<file path="src/hdl/hcda_pkg.sv">
// Shared types, constants and calendar helpers for the hour-to-date advancer.
// No dependencies; imported by hdl/hour_to_calendar_date_advancer_core.sv.
package hcda_pkg;

  localparam int unsigned HoursW = 16;
  localparam int unsigned HpdW   = 12;
  localparam int unsigned DayW   = 5;
  localparam int unsigned MonW   = 4;
  localparam int unsigned YearW  = 14;
  localparam int unsigned CntW   = 17;  // hour sum and whole-day count
  localparam int unsigned CfgIdxW  = 2;
  localparam int unsigned CfgDataW = 14;

  localparam logic [YearW-1:0] MaxYear = YearW'(9999);
  localparam logic [MonW-1:0]  MonDec  = MonW'(12);
  localparam logic [DayW-1:0]  DayLast = DayW'(31);

  // 2^19 / 100, rounded up; exact quotient for any 14-bit year
  localparam logic [12:0] Recip100 = 13'd5243;

  typedef enum logic [CfgIdxW-1:0] {
    CFG_HOURS_PER_DAY = 2'd0,
    CFG_START_DAY     = 2'd1,
    CFG_START_MONTH   = 2'd2,
    CFG_START_YEAR    = 2'd3
  } hcda_cfg_e;

  typedef enum logic {
    OP_RESTART = 1'b0,
    OP_ADVANCE = 1'b1
  } hcda_op_e;

  typedef enum logic [2:0] {
    ST_IDLE,
    ST_DIV,
    ST_LEAP_MUL,
    ST_LEAP_CHK,
    ST_FIX,
    ST_STEP,
    ST_DONE
  } hcda_state_e;

  function automatic logic [DayW-1:0] month_len(input logic [MonW-1:0] m, input logic leap);
    logic [DayW-1:0] len;
    begin
      case (m)
        4'd2:                      len = leap ? 5'd29 : 5'd28;
        4'd4, 4'd6, 4'd9, 4'd11:   len = 5'd30;
        default:                   len = 5'd31;
      endcase
      return len;
    end
  endfunction

endpackage

</file>
<file path="src/hdl/hour_to_calendar_date_advancer_core.sv">
// Hour-to-calendar-date advancer: divider, leap check and month stepper in one core.
// Depends on hdl/hcda_pkg.sv.
//
//  channel  | handshake                 | payload
//  ---------+---------------------------+--------------------------------------------
//  in       | in_valid_i / in_ready_o   | opcode_i, hours_i
//  out      | out_valid_o / out_ready_i | day_o, month_o, year_o, hour_remainder_o,
//           |                           | days_added_o, overflow_o
//  cfg      | cfg_valid_i / cfg_ready_o | cfg_index_i, cfg_data_i (always ready)
//
// Advance: restoring division of the hour sum by the day length, then the month stepper
// walks off the whole days, recomputing leap per year crossed. Restart: leap recompute,
// then overlong start-day fix-up. One shared 17-bit subtractor serves both loops.
// A beat is taken only in IDLE; a finished result waits in the output register and the
// next beat may be worked on meanwhile, stalling at its end until the register frees.
// Reset date is 01.01.2000 with a 24-hour day.
module hour_to_calendar_date_advancer_core
  import hcda_pkg::*;
(
  input  logic                clk_i,
  input  logic                rst_ni,

  input  logic                in_valid_i,
  output logic                in_ready_o,
  input  logic                opcode_i,
  input  logic [HoursW-1:0]   hours_i,

  output logic                out_valid_o,
  input  logic                out_ready_i,
  output logic [DayW-1:0]     day_o,
  output logic [MonW-1:0]     month_o,
  output logic [YearW-1:0]    year_o,
  output logic [HpdW-1:0]     hour_remainder_o,
  output logic [HoursW-1:0]   days_added_o,
  output logic                overflow_o,

  input  logic                cfg_valid_i,
  output logic                cfg_ready_o,
  input  logic [CfgIdxW-1:0]  cfg_index_i,
  input  logic [CfgDataW-1:0] cfg_data_i
);

  // configuration
  logic [HpdW-1:0]  hpd_q;
  logic [DayW-1:0]  sday_q;
  logic [MonW-1:0]  smon_q;
  logic [YearW-1:0] syear_q;

  // calendar state
  hcda_state_e      state_q, state_d;
  logic [DayW-1:0]  day_q, day_d;
  logic [MonW-1:0]  mon_q, mon_d;
  logic [YearW-1:0] year_q, year_d;
  logic [HpdW-1:0]  acc_q, acc_d;
  logic             leap_q, leap_d;

  // working registers
  logic [CntW-1:0]   n_q, n_d;       // dividend/quotient during division, days left after
  logic [HpdW-1:0]   rem_q, rem_d;
  logic [4:0]        cnt_q, cnt_d;
  logic [7:0]        q100_q, q100_d;
  logic              restart_q, restart_d;
  logic              ovf_q, ovf_d;
  logic [HoursW-1:0] days_q, days_d;

  // output register
  logic              out_valid_q, out_valid_d;
  logic [DayW-1:0]   out_day_q;
  logic [MonW-1:0]   out_mon_q;
  logic [YearW-1:0]  out_year_q;
  logic [HpdW-1:0]   out_rem_q;
  logic [HoursW-1:0] out_days_q;
  logic              out_ovf_q;
  logic              out_load;

  // shared subtractor
  logic [CntW-1:0] sub_a, sub_b;
  logic [CntW:0]   sub_diff;
  logic            sub_borrow;

  logic [HpdW-1:0]  divisor;
  logic [HpdW:0]    rem_shift;
  logic [HpdW-1:0]  rem_next;
  logic [CntW-1:0]  n_next;
  logic [DayW-1:0]  len;
  logic [DayW-1:0]  left;
  logic [26:0]      yprod;
  logic [YearW-1:0] q100_x100;
  logic [DayW-1:0]  norm_day;
  logic [MonW-1:0]  norm_mon;
  logic [YearW-1:0] norm_year;

  assign cfg_ready_o = 1'b1;

  always_ff @(posedge clk_i or negedge rst_ni) begin
    if (!rst_ni) begin
      hpd_q   <= HpdW'(24);
      sday_q  <= DayW'(1);
      smon_q  <= MonW'(1);
      syear_q <= YearW'(2000);
    end else if (cfg_valid_i) begin
      case (hcda_cfg_e'(cfg_index_i))
        CFG_HOURS_PER_DAY: hpd_q   <= cfg_data_i[HpdW-1:0];
        CFG_START_DAY:     sday_q  <= cfg_data_i[DayW-1:0];
        CFG_START_MONTH:   smon_q  <= cfg_data_i[MonW-1:0];
        CFG_START_YEAR:    syear_q <= cfg_data_i[YearW-1:0];
        default: ;
      endcase
    end
  end

  assign divisor   = (hpd_q == '0) ? HpdW'(1) : hpd_q;
  assign norm_day  = (sday_q == '0) ? DayW'(1) : sday_q;
  assign norm_mon  = (smon_q == '0) ? MonW'(1) : ((smon_q > MonDec) ? MonDec : smon_q);
  assign norm_year = (syear_q == '0) ? YearW'(1) : syear_q;

  assign len  = month_len(mon_q, leap_q);
  assign left = (day_q < len) ? (len - day_q) : '0;

  assign rem_shift = {rem_q, n_q[CntW-1]};

  always_comb begin
    if (state_q == ST_DIV) begin
      sub_a = CntW'(rem_shift);
      sub_b = CntW'(divisor);
    end else begin
      sub_a = n_q;
      sub_b = CntW'(left) + CntW'(1);
    end
  end

  assign sub_diff   = {1'b0, sub_a} - {1'b0, sub_b};
  assign sub_borrow = sub_diff[CntW];

  assign rem_next = sub_borrow ? rem_shift[HpdW-1:0] : sub_diff[HpdW-1:0];
  assign n_next   = {n_q[CntW-2:0], ~sub_borrow};

  // year / 100 by reciprocal; the times-100 is shifts and adds
  assign yprod     = year_q * Recip100;
  assign q100_x100 = YearW'({q100_q, 6'b0}) + YearW'({q100_q, 5'b0}) + YearW'({q100_q, 2'b0});

  assign out_load = (state_q == ST_DONE) && (!out_valid_q || out_ready_i);

  always_comb begin
    state_d     = state_q;
    day_d       = day_q;
    mon_d       = mon_q;
    year_d      = year_q;
    acc_d       = acc_q;
    leap_d      = leap_q;
    n_d         = n_q;
    rem_d       = rem_q;
    cnt_d       = cnt_q;
    q100_d      = q100_q;
    restart_d   = restart_q;
    ovf_d       = ovf_q;
    days_d      = days_q;
    out_valid_d = out_valid_q;
    in_ready_o  = (state_q == ST_IDLE);

    if (out_valid_q && out_ready_i) out_valid_d = 1'b0;

    case (state_q)
      ST_IDLE: begin
        if (in_valid_i) begin
          ovf_d  = 1'b0;
          days_d = '0;
          if (hcda_op_e'(opcode_i) == OP_ADVANCE) begin
            n_d     = CntW'(acc_q) + CntW'(hours_i);
            rem_d   = '0;
            cnt_d   = '0;
            state_d = ST_DIV;
          end else begin
            acc_d = '0;
            if (norm_year > MaxYear) begin
              day_d   = DayLast;
              mon_d   = MonDec;
              year_d  = MaxYear;
              leap_d  = 1'b0;
              ovf_d   = 1'b1;
              state_d = ST_DONE;
            end else begin
              day_d     = norm_day;
              mon_d     = norm_mon;
              year_d    = norm_year;
              n_d       = '0;
              restart_d = 1'b1;
              state_d   = ST_LEAP_MUL;
            end
          end
        end
      end

      ST_DIV: begin
        rem_d = rem_next;
        n_d   = n_next;
        cnt_d = cnt_q + 5'd1;
        if (cnt_q == 5'(CntW - 1)) begin
          acc_d   = rem_next;
          days_d  = n_next[CntW-1] ? '1 : n_next[HoursW-1:0];
          state_d = ST_STEP;
        end
      end

      ST_LEAP_MUL: begin
        q100_d  = yprod[26:19];
        state_d = ST_LEAP_CHK;
      end

      ST_LEAP_CHK: begin
        leap_d  = (year_q[1:0] == 2'b00) && ((q100_x100 != year_q) || (q100_q[1:0] == 2'b00));
        state_d = restart_q ? ST_FIX : ST_STEP;
      end

      // overlong start day: park on the month's last day, roll the excess through STEP
      ST_FIX: begin
        restart_d = 1'b0;
        if (day_q > len) begin
          n_d   = CntW'(day_q - len);
          day_d = len;
        end
        state_d = ST_STEP;
      end

      // one month per cycle unless a year is crossed; n <= left exactly when the subtractor borrows
      ST_STEP: begin
        if (sub_borrow) begin
          day_d   = day_q + n_q[DayW-1:0];
          state_d = ST_DONE;
        end else begin
          n_d   = sub_diff[CntW-1:0];
          day_d = DayW'(1);
          if (mon_q >= MonDec) begin
            mon_d = MonW'(1);
            if (year_q >= MaxYear) begin
              day_d   = DayLast;
              mon_d   = MonDec;
              year_d  = MaxYear;
              ovf_d   = 1'b1;
              state_d = ST_DONE;
            end else begin
              year_d  = year_q + YearW'(1);
              state_d = ST_LEAP_MUL;
            end
          end else begin
            mon_d = mon_q + MonW'(1);
          end
        end
      end

      ST_DONE: begin
        if (out_load) begin
          out_valid_d = 1'b1;
          state_d     = ST_IDLE;
        end
      end

      default: state_d = ST_IDLE;
    endcase
  end

  always_ff @(posedge clk_i or negedge rst_ni) begin
    if (!rst_ni) begin
      state_q     <= ST_IDLE;
      day_q       <= DayW'(1);
      mon_q       <= MonW'(1);
      year_q      <= YearW'(2000);
      acc_q       <= '0;
      leap_q      <= 1'b1;
      restart_q   <= 1'b0;
      ovf_q       <= 1'b0;
      cnt_q       <= '0;
      out_valid_q <= 1'b0;
    end else begin
      state_q     <= state_d;
      day_q       <= day_d;
      mon_q       <= mon_d;
      year_q      <= year_d;
      acc_q       <= acc_d;
      leap_q      <= leap_d;
      restart_q   <= restart_d;
      ovf_q       <= ovf_d;
      cnt_q       <= cnt_d;
      out_valid_q <= out_valid_d;
    end
  end

  always_ff @(posedge clk_i) begin
    n_q    <= n_d;
    rem_q  <= rem_d;
    q100_q <= q100_d;
    days_q <= days_d;
    if (out_load) begin
      out_day_q  <= day_q;
      out_mon_q  <= mon_q;
      out_year_q <= year_q;
      out_rem_q  <= acc_q;
      out_days_q <= days_q;
      out_ovf_q  <= ovf_q;
    end
  end

  assign out_valid_o      = out_valid_q;
  assign day_o            = out_day_q;
  assign month_o          = out_mon_q;
  assign year_o           = out_year_q;
  assign hour_remainder_o = out_rem_q;
  assign days_added_o     = out_days_q;
  assign overflow_o       = out_ovf_q;

`ifndef ASSERT_OFF
  a_year_range: assert property (@(posedge clk_i) disable iff (!rst_ni)
    (year_q <= MaxYear) && (year_q != '0))
    else $error("calendar year out of range");

  a_day_fits_month: assert property (@(posedge clk_i) disable iff (!rst_ni)
    (state_q == ST_DONE) |-> ((day_q != '0) && (day_q <= len)))
    else $error("day beyond month length at completion");

  a_ovf_saturates: assert property (@(posedge clk_i) disable iff (!rst_ni)
    (out_load && ovf_q) |=> ((day_o == DayLast) && (month_o == MonDec) && (year_o == MaxYear)))
    else $error("overflow without saturated date");

  a_rem_below_day: assert property (@(posedge clk_i) disable iff (!rst_ni)
    ((state_q == ST_DIV) && (cnt_q == 5'(CntW - 1))) |=> (acc_q < divisor))
    else $error("hour remainder not below day length");
`endif

endmodule

</file>
<file path="config.mk">
export PLATFORM = sky130hd
export DESIGN_NAME = hour_to_calendar_date_advancer_core
export DESIGN_NICKNAME = d
export VERILOG_FILES = /design/src/hdl/hcda_pkg.sv /design/src/hdl/hour_to_calendar_date_advancer_core.sv
export SDC_FILE = /design/constraint.sdc
export NUM_CORES = 1
export LEC_CHECK = 0
export BUFFER_PORTS_ARGS = -buffer_cell sky130_fd_sc_hd__buf_2
export CORE_MARGIN = 10
export CORE_UTILIZATION = 30
export DETAILED_ROUTE_END_ITERATION = 10
export HOLD_SLACK_MARGIN = 0.02
export PLACE_DENSITY = 0.59
export SLEW_MARGIN = 30
export SYNTH_ARGS = -nofsm -noshare
export SYNTH_HDL_FRONTEND = slang
export SYNTH_SLANG_ARGS = --single-unit
</file>
<file path="constraint.sdc">
create_clock -name clk_i -period 5.2 [get_ports clk_i]
set_clock_uncertainty 0.05 [all_clocks]
set_input_delay 0.52 -clock clk_i [delete_from_list [all_inputs] [get_ports clk_i]]
set_output_delay 0.52 -clock clk_i [all_outputs]
set_load 0.03 [all_outputs]
</file>
* Word-level counts from Yosys, hierarchy flattened
Cells that the tools add are included.
** Word-level totals
- Register bits :: 187
- Output and inout port bits :: 55
- Bits of input ports :: 38
** Cells by class
- Bitwise gates (word level) :: 1
- Multiply operators :: 1
- Eq/ne operators :: 29
- Mux-type cells :: 81
- Add/subtract/negate cells :: 11
- Reductions and logical operators :: 36
- $lt $le $gt $ge :: 6
** Operator list (number)
- 2-to-1 mux 17 bit :: 6
- 2-to-1 mux 14 bit :: 7
- 2-to-1 mux 12 bit :: 8
- one-hot mux 17 bit (4 select lines) :: 1
- 2-to-1 mux 5 bit :: 11
- 2-to-1 mux 16 bit :: 3
- one-hot mux 12 bit (2 select lines) :: 2
- 2-to-1 mux 4 bit :: 8
- one-hot mux 16 bit (2 select lines) :: 1
- one-hot mux 14 bit (2 select lines) :: 1
- multiplier 14 x 13 -> 27 bit (second input constant) :: 1
- 2-to-1 mux 3 bit :: 8
- AND reduction 4 bit :: 6
- one-hot mux 3 bit (7 select lines) :: 1
- subtractor 17 x 17 -> 18 bit :: 1
- adder 12 x 16 -> 17 bit :: 1
- 2-to-1 mux 1 bit :: 17
- inequality test 2 bit (second input constant) :: 8
- one-hot mux 5 bit (3 select lines) :: 1
- AND reduction 5 bit :: 3
- adder 14 x 1 -> 14 bit (second input constant) :: 1
- adder 14 x 10 -> 14 bit :: 1
- adder 14 x 13 -> 14 bit :: 1
- >= comparator 14 bit (second input constant) :: 1
- other kinds (43) :: 66

* Depth between registers and ports, before layout
- Depth in word-level cells :: 12
- Depth in mapped cells :: 23

* Least setup slack after synthesis
Ideal clock, no wire load.
- Path kind :: register to register
- Start point :: register mon_q[0]
- End point :: register n_q[0], enable pin
- Stages on the path, launching flop included :: 19
- Library setup time :: 0.423 ns
- Slack :: -0.354 ns
- Required time :: 4.727 ns
- Arrival time :: 5.081 ns
- Clock period less this slack :: 5.554 ns
- Buffers on the path :: 1
- Path through :: dfstp_2 > inv_1 > ha_1 > a221oi_1 > a21oi_1 > ha_1 > fa_1 > nor2_1 > ha_1 > xor2_1 > nor2_1 > a21oi_1 > ha_1 > o211ai_1 > a21o_1 > a211oi_1 > nor3_1 > clkbuf_1 > a311oi_1
** On the way
- Cells in the longest elaborated chain, start to end :: 10
** RTL lines
- start, declared :: line hour_to_calendar_date_advancer_core.sv:52 : logic [MonW-1:0] mon_q, mon_d;
- start signal, assigned :: line hour_to_calendar_date_advancer_core.sv:266 : mon_q <= MonW'(1);
- start signal, assigned :: line hour_to_calendar_date_advancer_core.sv:277 : mon_q <= mon_d;
- == test 4 x 3 -> 1 bit / == test 4 bit (equally long branches) :: line hcda_pkg.sv:46 : case (m)
- OR reduction 4 bit :: line hcda_pkg.sv:46
- one-hot mux 2 bit (2 select lines) * :: line hcda_pkg.sv:46
- subtractor 5 bit / less-than comparator 5 bit (equally long branches) :: line hour_to_calendar_date_advancer_core.sv:118 : assign left = (day_q < len) ? (len - day_q) : '0;
- 2-to-1 mux 5 bit :: line hour_to_calendar_date_advancer_core.sv:118
- adder 5 x 1 -> 6 bit :: line hour_to_calendar_date_advancer_core.sv:128 : sub_b = CntW'(left) + CntW'(1);
- 2-to-1 mux 12 bit :: line hour_to_calendar_date_advancer_core.sv:123 : if (state_q == ST_DIV) begin
- subtractor 17 x 17 -> 18 bit :: line hour_to_calendar_date_advancer_core.sv:132 : assign sub_diff = {1'b0, sub_a} - {1'b0, sub_b};
- inequality test 2 bit (no source line)
- AND reduction 5 bit (no source line) *
- end signal, assigned :: line hour_to_calendar_date_advancer_core.sv:289 : n_q <= n_d;
- end, declared :: line hour_to_calendar_date_advancer_core.sv:58 : logic [CntW-1:0] n_q, n_d;
Every way passes the cells marked *; elsewhere a longest branch is shown, timed or not.
A chain may end at the register's enable or synchronous reset.

* Final worst setup path
- Start point :: register mon_q[0]
- End point :: register year_q[3]
** On the way
- Cells in the longest elaborated chain, start to end :: 10
** RTL lines
- == test 4 x 3 -> 1 bit / == test 4 bit (equally long branches) :: line hcda_pkg.sv:46
- OR reduction 4 bit :: line hcda_pkg.sv:46
- one-hot mux 2 bit (2 select lines) :: line hcda_pkg.sv:46
- subtractor 5 bit / less-than comparator 5 bit (equally long branches) :: line hour_to_calendar_date_advancer_core.sv:118
- 2-to-1 mux 5 bit :: line hour_to_calendar_date_advancer_core.sv:118
- adder 5 x 1 -> 6 bit :: line hour_to_calendar_date_advancer_core.sv:128
- 2-to-1 mux 12 bit :: line hour_to_calendar_date_advancer_core.sv:123
- subtractor 17 x 17 -> 18 bit :: line hour_to_calendar_date_advancer_core.sv:132
- inequality test 2 bit (no source line)
- AND reduction 5 bit (no source line) *
- end signal, assigned :: line hour_to_calendar_date_advancer_core.sv:267 : year_q <= YearW'(2000);
- end signal, assigned :: line hour_to_calendar_date_advancer_core.sv:278 : year_q <= year_d;
- end, declared :: line hour_to_calendar_date_advancer_core.sv:53 : logic [YearW-1:0] year_q, year_d;
Marked as above.

==> out/qor.csv <==
stage,metric,value,unit
outcome,status,finished clean,
job,maxCapViolations,0,
yosys,synth_cell_types,72,
grt,grt_pass1_vias,10608,
place,hpwl,30300,um
critical_path,cp_top_family,compound AO/OA/AOI/OAI gates,
critical_path,cp_slowest_cell,dfstp_2,
critical_path,start_kind,flop,
grt,grt_pass1_wl,60700,um
critical_path,crit_buf_inv,3,
hold_path,hold_path.class,in2reg,
yosys,synth_edf_count,105,
timing,slew_headroom,40.2,%
detailed_routing,routedWlPerCell,18.4,um
detailed_routing,drt_iter0_drc,767,
floorplan,rows,79,
timing,clock.fmax,201,MHz
floorplan,start_util,30.2,%
detailed_routing,via_per_inst,5.02,
grt,busiest_layer,met2,
timing,hold_violations,0,
detailed_routing,vias,10485,
detailed_routing,dr.pass1.iters,5,
grt,grt_usage,13.7,%
critical_path,max_stage_delay,610,ps
yosys,synth_nets,1630,
critical_path,crit_path_frequent_cell,ha_1,
cells_and_area,syn2layout_area_growth,14.5,%
detailed_routing,drt_wl_total,38400,um
clock_tree,clock_latency,460,ps
grt,overflow,0,
timing,slew_violations,0,
detailed_routing,ant_nets,0,
yosys,ys.flop_type,edfxtp_1,
grt,antenna_found_initial,13,
yosys,async_flop_share,43.9,%
yosys,postSynthAreaPerCell,10.3,um^2
critical_path,required,5480,ps
cells_and_area,fin_nets,1741,
yosys,syn_inst,1354,
critical_path,critical_path_class,reg2reg,
timing,finalCritPeriodShare,95.9,%
timing,tightest_slew,875,ps
place,dpl-instance-area,15400,um^2
clock_tree,cts_setup_buffers,0,
clock_tree,clock_path_buffers,2,
clock_tree,htree_levels,4,
clock_tree,cts_made_buffers,17,
clock_tree,cts_root_buf,clkbuf_16,
place,buffer_ports.inserted,91,
critical_path,crit_path_max_fanout,22,
floorplan,die_h,236,um
cells_and_area,fin_area,16000,um^2
grt,grt_util_met1,18.3,%
grt,gr-usage-met2,21.1,%
clock_tree,clkSinkCount,187,
timing,finalSetupViolations,0,
yosys,seq_area_frac_synth,37.3,%
critical_path,cp_cell_sequence,inv_1 > ha_1 > a221oi_1 > a21oi_2 > ha_1 > fa_1 > xnor2_1 > and3_1 > nand3_1 > a21oi_1 > ha_1 > a211oi_4 > a211oi_4 > or3_1 > buf_4 > o21ai_4 > buf_6 > a21oi_1 > a2bb2oi_1,
clock_tree,cts_tree,built,
floorplan,dieArea,55700,um^2
floorplan,die_w,236,um
clock_tree,path_clk_slew,80,ps
grt,grt_use_met3,3.72,%
yosys,netlist_area,14000,um^2
grt,grt_start_max_net_pins,65,
floorplan,ioPinCount,93,
critical_path,r2r_slack,210,ps
detailed_routing,drc_errors,0,
floorplan,core,46400,um^2
yosys,ys_seq_elements,187,
cells_and_area,drive_gt1_share,16.6,%
critical_path,endpoint_kind,flop,
critical_path,cp.arrival,5260,ps
place,place.gp.congestion,0.912,
timing,fin_crit,4990,ps
yosys,yosys_warnings,0,
stage by stage:
step	TNS, ps	worst slack, ps	instances	util, %	hold slack [ps]
global placement	-4.66	-4.66	2052	33.2	353
floorplan	0	215	1354	-	174
finish	0	214	2088	34.6	257
detailed placement	-292	-94.5	2052	33.2	355
global route	-113	-27.3	2085	34.6	245
CTS	0	3.82	2085	34.5	236
sequential cells by signal, summed over array words and instances (netlist names), 8 cells and up:
name and cells:
n_q 17, hour_remainder_o 12, days_q 16, rem_q 12, year_o 14, year_q 14
acc_q 12, syear_q 14, days_added_o 16, hpd_q 12, q100_q 8
routing by layer:
layer	part of all wire [%]	vias up
li1	-	5003
met1	47	5125
met2	44	279
met3	7.2	60
met4	1.9	18
met5	0.24	-
cells in the mapped netlist, drive strengths merged (22+ instances only):
library cell,n,area share (%)
xor2,28,1.8
inv,146,3.9
dfrtp,63,11
nand3,22,0.79
nor3,22,0.79
o21ai,76,2.8
xnor2,34,2.1
nand2,111,3.0
edfxtp,105,23
fa,73,10
a21oi,82,3.0
clkbuf,35,0.94
nor2,107,2.9
mux2,38,3.1
ha,165,15
final cells by class:
cell class	count	area, um^2
fillers	4607	30300
multi-input cells	979	8110
flip-flops and latches	187	5230
repair buffers	134	800
well taps	607	759
inverters	146	548
clock buffers	18	439
clock inverters	14	145
diodes	3	7.51
layout by cell type, fill, tap and decap left out, drive strengths merged, types with 9 or more instances in the layout:
master and count:
mux2i 12, buf 133, nor4 9, ha 165, a21oi 82, clkbuf 18, a21o 19, a211oi 13
xnor2 34, inv 154, o21ai 76, fa 73, mux2 38, o21a 11, nor2 107, o22ai 10
and3 11, edfxtp 105, xor2 28, and2 9, dfstp 19, nand2 111, dfrtp 63, nand3 22
nand2b 12, nor3 22
final timing paths:
path | startpoint | end | depth (start not counted)
max in group asynchronous | rst_ni | syear_q[12]$_DFFE_PN0P_ | 3
min in group asynchronous | rst_ni | hpd_q[5]$_DFFE_PN0P_ | 2
setup / recovery | mon_q[0]$_DFFE_PN1P_ | year_q[3]$_DFFE_PN0P_ | 19
setup reg to reg | mon_q[0]$_DFFE_PN1P_ | year_q[3]$_DFFE_PN0P_ | 19
hold / removal | cfg_data_i[10] | hpd_q[10]$_DFFE_PN0P_ | 2
hold reg to reg | days_q[5]$_SDFFCE_PN0P_ | days_added_o[5]$_DFFE_PP_ | 0
kinds of logic after synthesis:
group           synth area share [%]
mux                             3.94
xor+xnor                        3.88
other cells                   0.0268
simple gates                    10.8
flops                           37.3
buf+inv                         5.28
fa+ha+maj                       25.2
compound gates                  13.6
what timing repair did:
item                       CTS  global route
setup endpoints to repair    6            78
gates resized for setup      1            16
hold buffers                 1             0
hold endpoints to repair    18             0
Power is not shown: default switching activity piles up to over one toggle a cycle in this logic, so the estimate is an artifact.
